**src/rtl/kpsd_pkg.sv**
```systemverilog
`timescale 1ns / 1ps

package kpsd_pkg;

    // Number of digit slots kept in the entry register (1 to 8).
    localparam int NUM_DIGITS = 4;
    // Number of digits shown on the packed display word.
    localparam int SHOWN_DIGITS = 4;

    localparam int COL_W = 2;
    localparam int ROW_W = 2;
    localparam int TICK_W = 16;
    localparam int CODE_W = 4;
    localparam int LINES = 4;
    localparam int DISPLAY_W = CODE_W * SHOWN_DIGITS;

    localparam logic [TICK_W-1:0] SETTLE_RESET = TICK_W'(50);
    localparam logic [CODE_W-1:0] KEY_CLEAR = CODE_W'(10);

    typedef logic [CODE_W-1:0] key_code_t;
    typedef key_code_t [NUM_DIGITS-1:0] digit_array_t;

    // Decoded key for a column and row position.
    function automatic key_code_t key_lookup(logic [COL_W-1:0] col, logic [ROW_W-1:0] row);
        key_code_t code;
        code = KEY_CLEAR;
        unique case (col)
            2'd0: code = KEY_CLEAR;
            2'd1:
            begin
                unique case (row)
                    2'd0: code = KEY_CLEAR;
                    2'd1: code = CODE_W'(3);
                    2'd2: code = CODE_W'(6);
                    default: code = CODE_W'(9);
                endcase
            end
            2'd2:
            begin
                unique case (row)
                    2'd0: code = CODE_W'(0);
                    2'd1: code = CODE_W'(2);
                    2'd2: code = CODE_W'(5);
                    default: code = CODE_W'(8);
                endcase
            end
            default:
            begin
                unique case (row)
                    2'd0: code = KEY_CLEAR;
                    2'd1: code = CODE_W'(1);
                    2'd2: code = CODE_W'(4);
                    default: code = CODE_W'(7);
                endcase
            end
        endcase
        return code;
    endfunction

endpackage

```
**src/rtl/kpsd_if.sv**
```systemverilog
`timescale 1ns / 1ps

// Row sample channel.
interface kpsd_in_if;
    logic       valid;
    logic       ready;
    logic [3:0] row_levels;

    modport source (output valid, output row_levels, input ready);
    modport sink (input valid, input row_levels, output ready);
endinterface

// Result channel.
interface kpsd_out_if;
    logic        valid;
    logic        ready;
    logic [3:0]  column_drive;
    logic [15:0] display_digits;
    logic        key_event;
    logic [3:0]  key_code;

    modport source (output valid, output column_drive, output display_digits,
                    output key_event, output key_code, input ready);
    modport sink (input valid, input column_drive, input display_digits,
                  input key_event, input key_code, output ready);
endinterface

// Settle time register write channel.
interface kpsd_cfg_if;
    logic        valid;
    logic        ready;
    logic [15:0] settle_ticks;

    modport source (output valid, output settle_ticks, input ready);
    modport sink (input valid, input settle_ticks, output ready);
endinterface

```
**src/rtl/keypad_scan_digit_entry_core.sv**
```systemverilog
`timescale 1ns / 1ps

// Channel   Role    Payload
// samples   sink    row_levels (4 bits, low = pressed)
// results   source  column_drive, display_digits, key_event, key_code
// cfg       sink    settle_ticks (16 bits, written while idle)
//
// One sample is taken per cycle while the output register can take it; its
// result is ready in the output register on the following cycle, set by the
// single pass of scan update logic. A new sample is taken while a result
// waits, as long as the output register is empty or is being drained in the
// same cycle. Reset puts settle_ticks at 50, column 0, row 0, settling
// started and all digits zero. The cfg channel is always ready.

module keypad_scan_digit_entry_core
(
    input logic clk,
    input logic rst_n,
    kpsd_in_if.sink samples,
    kpsd_out_if.source results,
    kpsd_cfg_if.sink cfg
);
    import kpsd_pkg::*;

    // Scan state.
    logic [TICK_W-1:0] settle_ticks_reg;
    logic [COL_W-1:0]  column_index_reg, column_index_next;
    logic [TICK_W-1:0] settle_count_reg, settle_count_next;
    logic [ROW_W-1:0]  row_pointer_reg, row_pointer_next;
    logic              wait_release_reg, wait_release_next;
    digit_array_t      digits_reg, digits_next;

    // Output register.
    logic                 out_valid_reg;
    logic [LINES-1:0]     out_column_reg, out_column_next;
    logic [DISPLAY_W-1:0] out_display_reg, out_display_next;
    logic                 out_event_reg, out_event_next;
    key_code_t            out_code_reg, out_code_next;

    logic      sample_xfer;
    logic      pressed;
    logic      settling;
    key_code_t key;

    // The output register frees up when it is empty or being drained.
    assign samples.ready = !out_valid_reg || results.ready;
    assign sample_xfer = samples.valid && samples.ready;
    assign cfg.ready = 1'b1;

    assign settling = settle_count_reg < settle_ticks_reg;
    assign pressed = !samples.row_levels[row_pointer_reg];
    assign key = key_lookup(column_index_reg, row_pointer_reg);

    always_comb
    begin
        column_index_next = column_index_reg;
        settle_count_next = settle_count_reg;
        row_pointer_next = row_pointer_reg;
        wait_release_next = wait_release_reg;
        digits_next = digits_reg;
        out_event_next = 1'b0;
        out_code_next = '0;

        priority if (settling)
        begin
            settle_count_next = settle_count_reg + TICK_W'(1);
        end
        else if (wait_release_reg || !pressed)
        begin
            // A held key waits here; once its row reads high again, or when
            // the row is simply not pressed, the scan moves one row on.
            if (!pressed)
            begin
                wait_release_next = 1'b0;
                if (row_pointer_reg == ROW_W'(LINES - 1))
                begin
                    row_pointer_next = '0;
                    column_index_next = column_index_reg + COL_W'(1);
                    settle_count_next = '0;
                end
                else
                begin
                    row_pointer_next = row_pointer_reg + ROW_W'(1);
                end
            end
        end
        else
        begin
            // New press: register the key and hold the row until release.
            out_event_next = 1'b1;
            out_code_next = key;
            wait_release_next = 1'b1;
            if (key == KEY_CLEAR)
            begin
                digits_next = '0;
            end
            else
            begin
                for (int i = NUM_DIGITS - 1; i > 0; i--)
                begin
                    digits_next[i] = digits_reg[i - 1];
                end
                digits_next[0] = key;
            end
        end

        out_column_next = ~(LINES'(1) << column_index_next);
        out_display_next = '0;
        for (int i = 0; i < SHOWN_DIGITS; i++)
        begin
            if (i < NUM_DIGITS)
            begin
                out_display_next[CODE_W*i +: CODE_W] = digits_next[i];
            end
        end
    end

    always_ff @(posedge clk or negedge rst_n)
    begin
        if (!rst_n)
        begin
            settle_ticks_reg <= SETTLE_RESET;
            column_index_reg <= '0;
            settle_count_reg <= '0;
            row_pointer_reg <= '0;
            wait_release_reg <= 1'b0;
            digits_reg <= '0;
            out_valid_reg <= 1'b0;
        end
        else
        begin
            if (cfg.valid)
            begin
                settle_ticks_reg <= cfg.settle_ticks;
            end
            if (sample_xfer)
            begin
                column_index_reg <= column_index_next;
                settle_count_reg <= settle_count_next;
                row_pointer_reg <= row_pointer_next;
                wait_release_reg <= wait_release_next;
                digits_reg <= digits_next;
                out_valid_reg <= 1'b1;
            end
            else if (results.ready)
            begin
                out_valid_reg <= 1'b0;
            end
        end
    end

    // Result payload; only meaningful while out_valid_reg is set.
    always_ff @(posedge clk)
    begin
        if (sample_xfer)
        begin
            out_column_reg <= out_column_next;
            out_display_reg <= out_display_next;
            out_event_reg <= out_event_next;
            out_code_reg <= out_code_next;
        end
    end

    assign results.valid = out_valid_reg;
    assign results.column_drive = out_column_reg;
    assign results.display_digits = out_display_reg;
    assign results.key_event = out_event_reg;
    assign results.key_code = out_code_reg;

`ifndef SYNTHESIS
    a_event_holds_row: assert property (@(posedge clk) disable iff (!rst_n)
        (out_valid_reg && out_event_reg && $past(sample_xfer)) |-> wait_release_reg)
        else $error("key event without the row being held");

    a_settle_no_event: assert property (@(posedge clk) disable iff (!rst_n)
        (sample_xfer && settling) |=> !out_event_reg)
        else $error("key event during settling");

    a_one_column: assert property (@(posedge clk) disable iff (!rst_n)
        out_valid_reg |-> $onehot(~out_column_reg))
        else $error("column drive not exactly one low");

    a_code_idle: assert property (@(posedge clk) disable iff (!rst_n)
        (out_valid_reg && !out_event_reg) |-> (out_code_reg == '0))
        else $error("nonzero key code without event");

    a_hold_row: assert property (@(posedge clk) disable iff (!rst_n)
        (sample_xfer && wait_release_reg && pressed) |=> $stable(row_pointer_reg))
        else $error("row moved while a key is held");
`endif

endmodule

```
**src/flat_wrapper.sv**
```systemverilog
// flat-port wrapper written by rule: the top's interface ports become plain ports
module keypad_scan_digit_entry_core_flat import kpsd_pkg::*;
  (clk, rst_n, samples_valid, samples_row_levels, samples_ready, results_valid, results_column_drive, results_display_digits, results_key_event, results_key_code, results_ready, cfg_valid, cfg_settle_ticks, cfg_ready);
  kpsd_in_if samples_i ();
  kpsd_out_if results_i ();
  kpsd_cfg_if cfg_i ();
  input logic clk;
  input logic rst_n;
  input wire logic [$bits(samples_i.valid)-1:0] samples_valid;
  input wire logic [$bits(samples_i.row_levels)-1:0] samples_row_levels;
  output wire logic [$bits(samples_i.ready)-1:0] samples_ready;
  output wire logic [$bits(results_i.valid)-1:0] results_valid;
  output wire logic [$bits(results_i.column_drive)-1:0] results_column_drive;
  output wire logic [$bits(results_i.display_digits)-1:0] results_display_digits;
  output wire logic [$bits(results_i.key_event)-1:0] results_key_event;
  output wire logic [$bits(results_i.key_code)-1:0] results_key_code;
  input wire logic [$bits(results_i.ready)-1:0] results_ready;
  input wire logic [$bits(cfg_i.valid)-1:0] cfg_valid;
  input wire logic [$bits(cfg_i.settle_ticks)-1:0] cfg_settle_ticks;
  output wire logic [$bits(cfg_i.ready)-1:0] cfg_ready;
  assign samples_i.valid = samples_valid;
  assign samples_i.row_levels = samples_row_levels;
  assign samples_ready = samples_i.ready;
  assign results_valid = results_i.valid;
  assign results_column_drive = results_i.column_drive;
  assign results_display_digits = results_i.display_digits;
  assign results_key_event = results_i.key_event;
  assign results_key_code = results_i.key_code;
  assign results_i.ready = results_ready;
  assign cfg_i.valid = cfg_valid;
  assign cfg_i.settle_ticks = cfg_settle_ticks;
  assign cfg_ready = cfg_i.ready;
  keypad_scan_digit_entry_core u_core (.clk(clk), .rst_n(rst_n), .samples(samples_i), .results(results_i), .cfg(cfg_i));
endmodule
```
**config.mk**
```make
export PLATFORM = sky130hd
export DESIGN_NAME = keypad_scan_digit_entry_core_flat
export DESIGN_NICKNAME = d
export VERILOG_FILES = /design/src/rtl/kpsd_pkg.sv /design/src/rtl/kpsd_if.sv /design/src/rtl/keypad_scan_digit_entry_core.sv /design/src/flat_wrapper.sv
export SDC_FILE = /design/constraint.sdc
export NUM_CORES = 1
export LEC_CHECK = 0
export BUFFER_PORTS_ARGS = -buffer_cell sky130_fd_sc_hd__buf_2
export CAP_MARGIN = 20
export CELL_PAD_IN_SITES_DETAIL_PLACEMENT = 1
export CELL_PAD_IN_SITES_GLOBAL_PLACEMENT = 1
export CORE_UTILIZATION = 40
export DETAILED_ROUTE_END_ITERATION = 16
export PLACE_DENSITY_LB_ADDON = 0.1
export SLEW_MARGIN = 10
export SYNTH_ARGS = -nofsm -noshare
export SYNTH_HDL_FRONTEND = slang
export SYNTH_SLANG_ARGS = --single-unit
```
**constraint.sdc**
```tcl
create_clock -name clk -period 2.7 [get_ports clk]
set_input_delay 0.135 -clock clk [delete_from_list [all_inputs] [get_ports clk]]
set_output_delay 0.135 -clock clk [all_outputs]
set_load 0.005 [all_outputs]
```
## Word level (Yosys, flattened, before mapping)

Index checks and enable logic that the tools add are counted.

- Flip-flop bits (word level): 79
- Bits of input ports: 25
- Output and inout bits: 28
- Logic and storage cells: 66

- Add/subtract/negate cells: 3
- $lt $le $gt $ge: 2
- Equal/unequal tests: 7
- Shift operators: 1
- Muxes and demuxes: 23
- Bitwise gates (word level): 2
- Reductions and logical operators: 14

Operator list:

| cell | number |
|---|---|
| 16-bit two-way mux | 7 |
| 4-bit case mux with 3 select lines | 4 |
| 16-bit by 1-bit adder with 16-bit output, second input constant | 1 |
| 16-bit < comparator | 1 |
| 2-bit two-way mux | 5 |
| 4-bit AND reduction | 2 |
| 2-bit nonzero test | 4 |
| 2-bit == test, second input constant | 3 |
| 1-bit two-way mux | 6 |
| 2-bit by 1-bit adder with 2-bit output, second input constant | 2 |
| 2-bit by 1-bit == test with 1-bit output, second input constant | 2 |
| 4-bit == test, second input constant | 1 |
| 2-bit logical NOT | 2 |
| 4-bit NOT | 1 |
| 1-bit by 2-bit left shift with 4-bit output, first input constant | 1 |
| 2-bit by 3-bit < comparator with 1-bit output, second input constant | 1 |
| 3-bit AND reduction | 1 |
| 1-bit binary-select mux with 2-bit select | 1 |
| 1-bit logical OR | 2 |
| 2-bit by 1-bit != test with 1-bit output, second input constant | 1 |
| 2-bit OR reduction | 1 |
| 1-bit logical AND | 1 |
| 1-bit logical NOT | 1 |
| 1-bit NOT | 1 |

## Depth between registers and ports, before layout

- Depth after elaboration: 7
- Mapped depth: 10
- Depth with buffers taken out: 8

## Worst setup path before layout

Ideal clock, no wire load.

- Path kind: register to register
- Start point: register u_core.settle_count_reg[13]
- End point: register u_core.row_pointer_reg[0]
- Setup time: 125 ps
- Data arrival time: 2402 ps
- Data required time: 2575 ps
- Path slack: 173 ps
- Stages on the path, launching flop included: 9
- Buffers on the path: 1
- Clock period less this slack: 2527 ps
- Cell sequence: dfrtp_1 -> ha_1 -> a21oi_1 -> o21ai_0 -> or4_4 -> or3_1 -> buf_6 -> and3_4 -> mux2_4

- Word-level cells in the longest chain between the ends: 3

Ends and longest elaborated chain:

| item | RTL line | RTL |
|---|---|---|
| from (decl) | keypad_scan_digit_entry_core.sv:28 | `logic [TICK_W-1:0] settle_count_reg, settle_count_next;` |
| from (signal assigned) | keypad_scan_digit_entry_core.sv:139 | `settle_count_reg <= settle_count_next;` |
| 16-bit < comparator | keypad_scan_digit_entry_core.sv:50 | `assign settling = settle_count_reg < settle_ticks_reg;` |
| 1-bit NOT (no line) | - |  |
| 4-bit AND reduction (no line) | - |  |
| to (signal assigned) | keypad_scan_digit_entry_core.sv:140 | `row_pointer_reg <= row_pointer_next;` |
| to (decl) | keypad_scan_digit_entry_core.sv:29 | `logic [ROW_W-1:0] row_pointer_reg, row_pointer_next;` |

Every way passes these cells.
A chain may end at the register's enable or synchronous reset.

==> flow_summary.html <==
<table>
<tr><th>Metric</th><th>Value</th></tr>
<tr><th colspan="2">Outcome</th></tr>
<tr><td>Result of the run</td><td>finished clean</td></tr>
<tr><th colspan="2">Synthesis</th></tr>
<tr><td>Most frequent cells after synthesis</td><td>o21ai_0 (55), nand2_1 (54), dfrtp_1 (51)</td></tr>
<tr><td>Main area contributors after synthesis</td><td>dfrtp_1 (32%), edfxtp_1 (19%), ha_1 (8.1%), o21ai_0 (6.9%), nand2_1 (5.1%)</td></tr>
<tr><td>Fraction of the yosys area taken by sequential cells</td><td>52.59%</td></tr>
<tr><td>Number of enable flip-flop cells after synthesis</td><td>25</td></tr>
<tr><td>Fraction of post-synthesis cell area in the top cell type by area</td><td>31.88%</td></tr>
<tr><td>Number of synthesized register bits</td><td>79</td></tr>
<tr><td>Main flop type after synthesis</td><td>dfrtp_1</td></tr>
<tr><td>Fraction of registers with async set/reset</td><td>68.35%</td></tr>
<tr><td>Synthesized net count</td><td>433</td></tr>
<tr><td>Avg Cell Area, Syn</td><td>10.48 µm²</td></tr>
<tr><td>Library cell occupying the most area in the post-synthesis netlist</td><td>dfrtp_1</td></tr>
<tr><td>Syn Std Cell Area</td><td>0.004004 mm²</td></tr>
<tr><td>Netlist cell types</td><td>50</td></tr>
<tr><td>Count leader, synth</td><td>o21ai_0</td></tr>
<tr><td>Yosys warning count</td><td>0</td></tr>
<tr><td>Post-Synthesis Cells</td><td>382</td></tr>
<tr><th colspan="2">Floorplanning</th></tr>
<tr><td>Standard cell core area</td><td>0.009729 mm²</td></tr>
<tr><td>Total I/O pin count</td><td>53</td></tr>
<tr><td>Die Y-Extent</td><td>102.0 µm</td></tr>
<tr><td>Total Die Area</td><td>0.01041 mm²</td></tr>
<tr><td>Initial core utilization</td><td>41.15%</td></tr>
<tr><td>Rows</td><td>36</td></tr>
<tr><td>Die outline width</td><td>102.0 µm</td></tr>
<tr><th colspan="2">Place</th></tr>
<tr><td>Gpl congestion</td><td>0.7149</td></tr>
<tr><td>Number of placed cells counting well taps</td><td>574</td></tr>
<tr><td>Cell area reported after detailed placement</td><td>0.004573 mm²</td></tr>
<tr><td>Pre-CTS worst setup slack</td><td>0.04269 ns</td></tr>
<tr><td>Detailed-placement wirelength estimate</td><td>6274 µm</td></tr>
<tr><td>Buffers added on ports</td><td>51</td></tr>
<tr><th colspan="2">Detailed routing</th></tr>
<tr><td>Highest metal used</td><td>met4</td></tr>
<tr><td>Total DRC errors in the routed layout</td><td>0</td></tr>
<tr><td>Number of design-rule violations left by the first detailed-router iteration</td><td>82</td></tr>
<tr><td>Avg WL per Cell</td><td>15.16 µm</td></tr>
<tr><td>Detail Route Antenna Nets</td><td>0</td></tr>
<tr><td>DRT Wirelength</td><td>9216 µm</td></tr>
<tr><td>Routed met1 length</td><td>4154 µm</td></tr>
<tr><td>Total via count after detailed routing</td><td>3135</td></tr>
<tr><td>Wire length on met3</td><td>250 µm</td></tr>
<tr><td>Detail Route met2 WL</td><td>4708 µm</td></tr>
<tr><td>Post-detailed-route via-to-cell ratio</td><td>5.156</td></tr>
<tr><td>DR pass1 iterations</td><td>5</td></tr>
<tr><th colspan="2">Clocking</th></tr>
<tr><td>TritonCTS clock tree</td><td>built</td></tr>
<tr><td>Worst-path clk slew</td><td>0.10 ns</td></tr>
<tr><td>Total CTS buffers</td><td>9</td></tr>
<tr><td>Largest buffer count on any clock path</td><td>2</td></tr>
<tr><td>Deepest level of the CTS H-tree</td><td>3</td></tr>
<tr><td>Buffer cell driving the clock tree root</td><td>clkbuf_8</td></tr>
<tr><td>Worst-Skew Late Latency</td><td>0.36 ns</td></tr>
<tr><td>Clock Sinks</td><td>79</td></tr>
<tr><th colspan="2">Worst setup path</th></tr>
<tr><td>WP data arrival</td><td>2.73 ns</td></tr>
<tr><td>Highest-delay cell along the critical path</td><td>dfstp_2</td></tr>
<tr><td>Nature of the critical path endpoint</td><td>register</td></tr>
<tr><td>Worst Path Class, Setup</td><td>register to register</td></tr>
<tr><td>Critical-path cell list</td><td>inv_1 -&gt; ha_1 -&gt; and4_1 -&gt; o21ai_0 -&gt; nor4b_1 -&gt; buf_4 -&gt; o31ai_4 -&gt; buf_12 -&gt; inv_2 -&gt; mux2_2</td></tr>
<tr><td>Largest stage delay on the critical path</td><td>0.53 ns</td></tr>
<tr><td>Crit path max fanout</td><td>5</td></tr>
<tr><td>Data required time at the worst endpoint</td><td>2.81 ns</td></tr>
<tr><td>Kind of start point of the critical path</td><td>register</td></tr>
<tr><th colspan="2">Global route</th></tr>
<tr><td>Vias in the first global route</td><td>3147</td></tr>
<tr><td>First-pass GRT wire length</td><td>15170 µm</td></tr>
<tr><td>Total global-route track usage</td><td>18.91%</td></tr>
<tr><td>Overall overflow remaining after global route</td><td>0</td></tr>
<tr><td>Antenna violations before repair</td><td>0</td></tr>
<tr><td>Largest net degree at the start of global routing</td><td>52</td></tr>
<tr><th colspan="2">STA</th></tr>
<tr><td>Final setup skew</td><td>0.01906 ns</td></tr>
<tr><td>Minimum clock period</td><td>2.622 ns</td></tr>
<tr><td>Number of endpoints failing setup at the final stage</td><td>0</td></tr>
<tr><td>Period utilisation layout</td><td>97.11%</td></tr>
<tr><td>Slew of the pin with the lowest slew margin</td><td>0.7046 ns</td></tr>
<tr><td>Setup WS post-layout</td><td>0.07790 ns</td></tr>
<tr><td>Total Neg Setup Slack</td><td>0 ns</td></tr>
<tr><td>Hold Vio Cnt, Final</td><td>0</td></tr>
<tr><td>Max-slew violation total from the final report</td><td>0</td></tr>
<tr><td>Unrepaired setup endpoints after global routing</td><td>true</td></tr>
<tr><td>Worst rel slew slack</td><td>52.97%</td></tr>
<tr><td>Max Fclk</td><td>0.3814 GHz</td></tr>
<tr><th colspan="2">Hold path</th></tr>
<tr><td>Min-Delay Path Class</td><td>input pin to register</td></tr>
<tr><th colspan="2">Power and ir drop</th></tr>
<tr><td>Power per standard cell area</td><td>934.2 mW/mm²</td></tr>
<tr><td>Pwr Total</td><td>4.658 mW</td></tr>
<tr><td>VDD IR max</td><td>0.3128 mV</td></tr>
<tr><td>Leakage Power</td><td>2.221 nW</td></tr>
<tr><th colspan="2">Final layout</th></tr>
<tr><td>Layout Area Growth over Synthesis</td><td>24.53%</td></tr>
<tr><td>Storage cell area</td><td>0.002106 mm²</td></tr>
<tr><td>N_diodes</td><td>0</td></tr>
<tr><td>Final nets</td><td>521</td></tr>
<tr><td>Combined area of the multi-input logic cells</td><td>0.001753 mm²</td></tr>
<tr><td>Fin area</td><td>0.004986 mm²</td></tr>
<tr><td>Fill cell count</td><td>1117</td></tr>
<tr><td>Finished Layout Cells</td><td>608</td></tr>
<tr><td>Ratio of cells with drive above 1 in the final layout</td><td>25.47%</td></tr>
<tr><th colspan="2">Flow run</th></tr>
<tr><td>Count of maximum capacitance violations</td><td>0</td></tr>
</table>
## per-layer routing
layer / GRT usage, % / vias up
met5: 0 / -
met4: 6.813 / 0
met3: 2.531 / 10
met2: 32.99 / 57
met1: 24.01 / 1524
li1: - / 1544
## cells in the final DEF (no fill, tap or decap), types with 3 or more instances in the layout
master,netlist,layout
o21ai_0,55,55
nand2_1,54,54
buf_2,3,51
dfrtp_1,51,51
ha_1,26,26
edfxtp_1,25,25
buf_4,1,22
inv_1,21,21
nor2_1,17,17
dlygate4sd3_1,0,16
a21oi_1,16,15
nor3_1,12,11
mux2_2,9,9
o2bb2ai_1,9,9
clkbuf_8,0,9
nand3_1,7,7
nand4_1,5,5
mux2i_1,5,5
a31oi_1,5,5
a22o_1,4,4
inv_6,0,4
buf_12,0,4
and2_1,3,3
nand2b_1,3,3
nor2b_1,3,3
a21o_1,3,3
mux2_4,3,3
inv_8,0,3
dfstp_2,3,3
## path summary, 6_finish.rpt
path                                                 start                          endpoint  slack [ns]  cells after the start
worst max-delay path            u_core.settle_ticks_reg[5]  u_core.results.display_digits[3]        0.08                     10
worst min-delay path                  cfg_settle_ticks[10]       u_core.settle_ticks_reg[10]        0.01                      3
worst max register to register  u_core.settle_ticks_reg[5]  u_core.results.display_digits[3]        0.08                     10
worst min register to register  u_core.settle_ticks_reg[1]        u_core.settle_ticks_reg[1]        0.51                      2
max in group asynchronous                            rst_n        u_core.settle_ticks_reg[1]        2.05                      3
min in group asynchronous                            rst_n        u_core.column_index_reg[1]        0.11                      2
## through the flow
stage / hold WS, ns / utilization, %
3_3_place_gp: -0.04548 / 47.00
2_1_floorplan: -0.1606 / -
6_report: 0.01394 / 51.25
4_1_cts: 0.002750 / 50.69
5_1_grt: 0.004745 / 51.25
3_5_place_dp: -0.04302 / 47.00
## timing repair
action,4_1_cts,5_1_grt
gates resized for setup,2,2
setup endpoints to repair,3,26
hold buffers,16,0
hold endpoints to repair,66,0
gates cloned,0,1
setup buffers,0,1
pin swaps,0,1
## layout make-up
class	count	share of cell area, %
Clock buffer	9	2.484
Clock inverter	7	1.380
Inverter	22	1.656
Multi-Input combinational cell	264	35.16
Sequential cell	79	42.23
Tap cell	133	3.338
Timing Repair Buffer	94	13.75
## power by group
group          switching, mW  leakage [nW]  total, mW  internal (mW)
clock                  0.524         0.101      0.891          0.367
combinational           1.04          1.22       1.95          0.906
sequential             0.235         0.900       1.82           1.59
total                   1.80          2.22       4.66           2.86
## logic make-up (layout without fill, tap and decap cells)
family                   count (synthesis)  after routing  share of synthesized area (%)
other                                    1              1                        0.09366
multiplexers                            18             18                          5.469
AO/OA/AOI/OAI                          103            103                          15.44
AND/OR/NAND/NOR                        115            115                          13.84
buffers and inverters                   39            132                          4.219
XOR/XNOR                                 1              1                         0.2188
flip-flops                              79             79                          52.59
adder cells (fa/ha/maj)                 26             26                          8.125
## worst max-delay path, delay by kind of cell (launching register included)
family,cells,cell delay (ns)
multiplexers,1,0.34
adder cells (fa/ha/maj),1,0.28
AO/OA/AOI/OAI,2,0.17
flip-flops,1,0.53
AND/OR/NAND/NOR,2,0.55
buffers and inverters,4,0.48
Note: power is estimated with default switching activity, not from simulation.
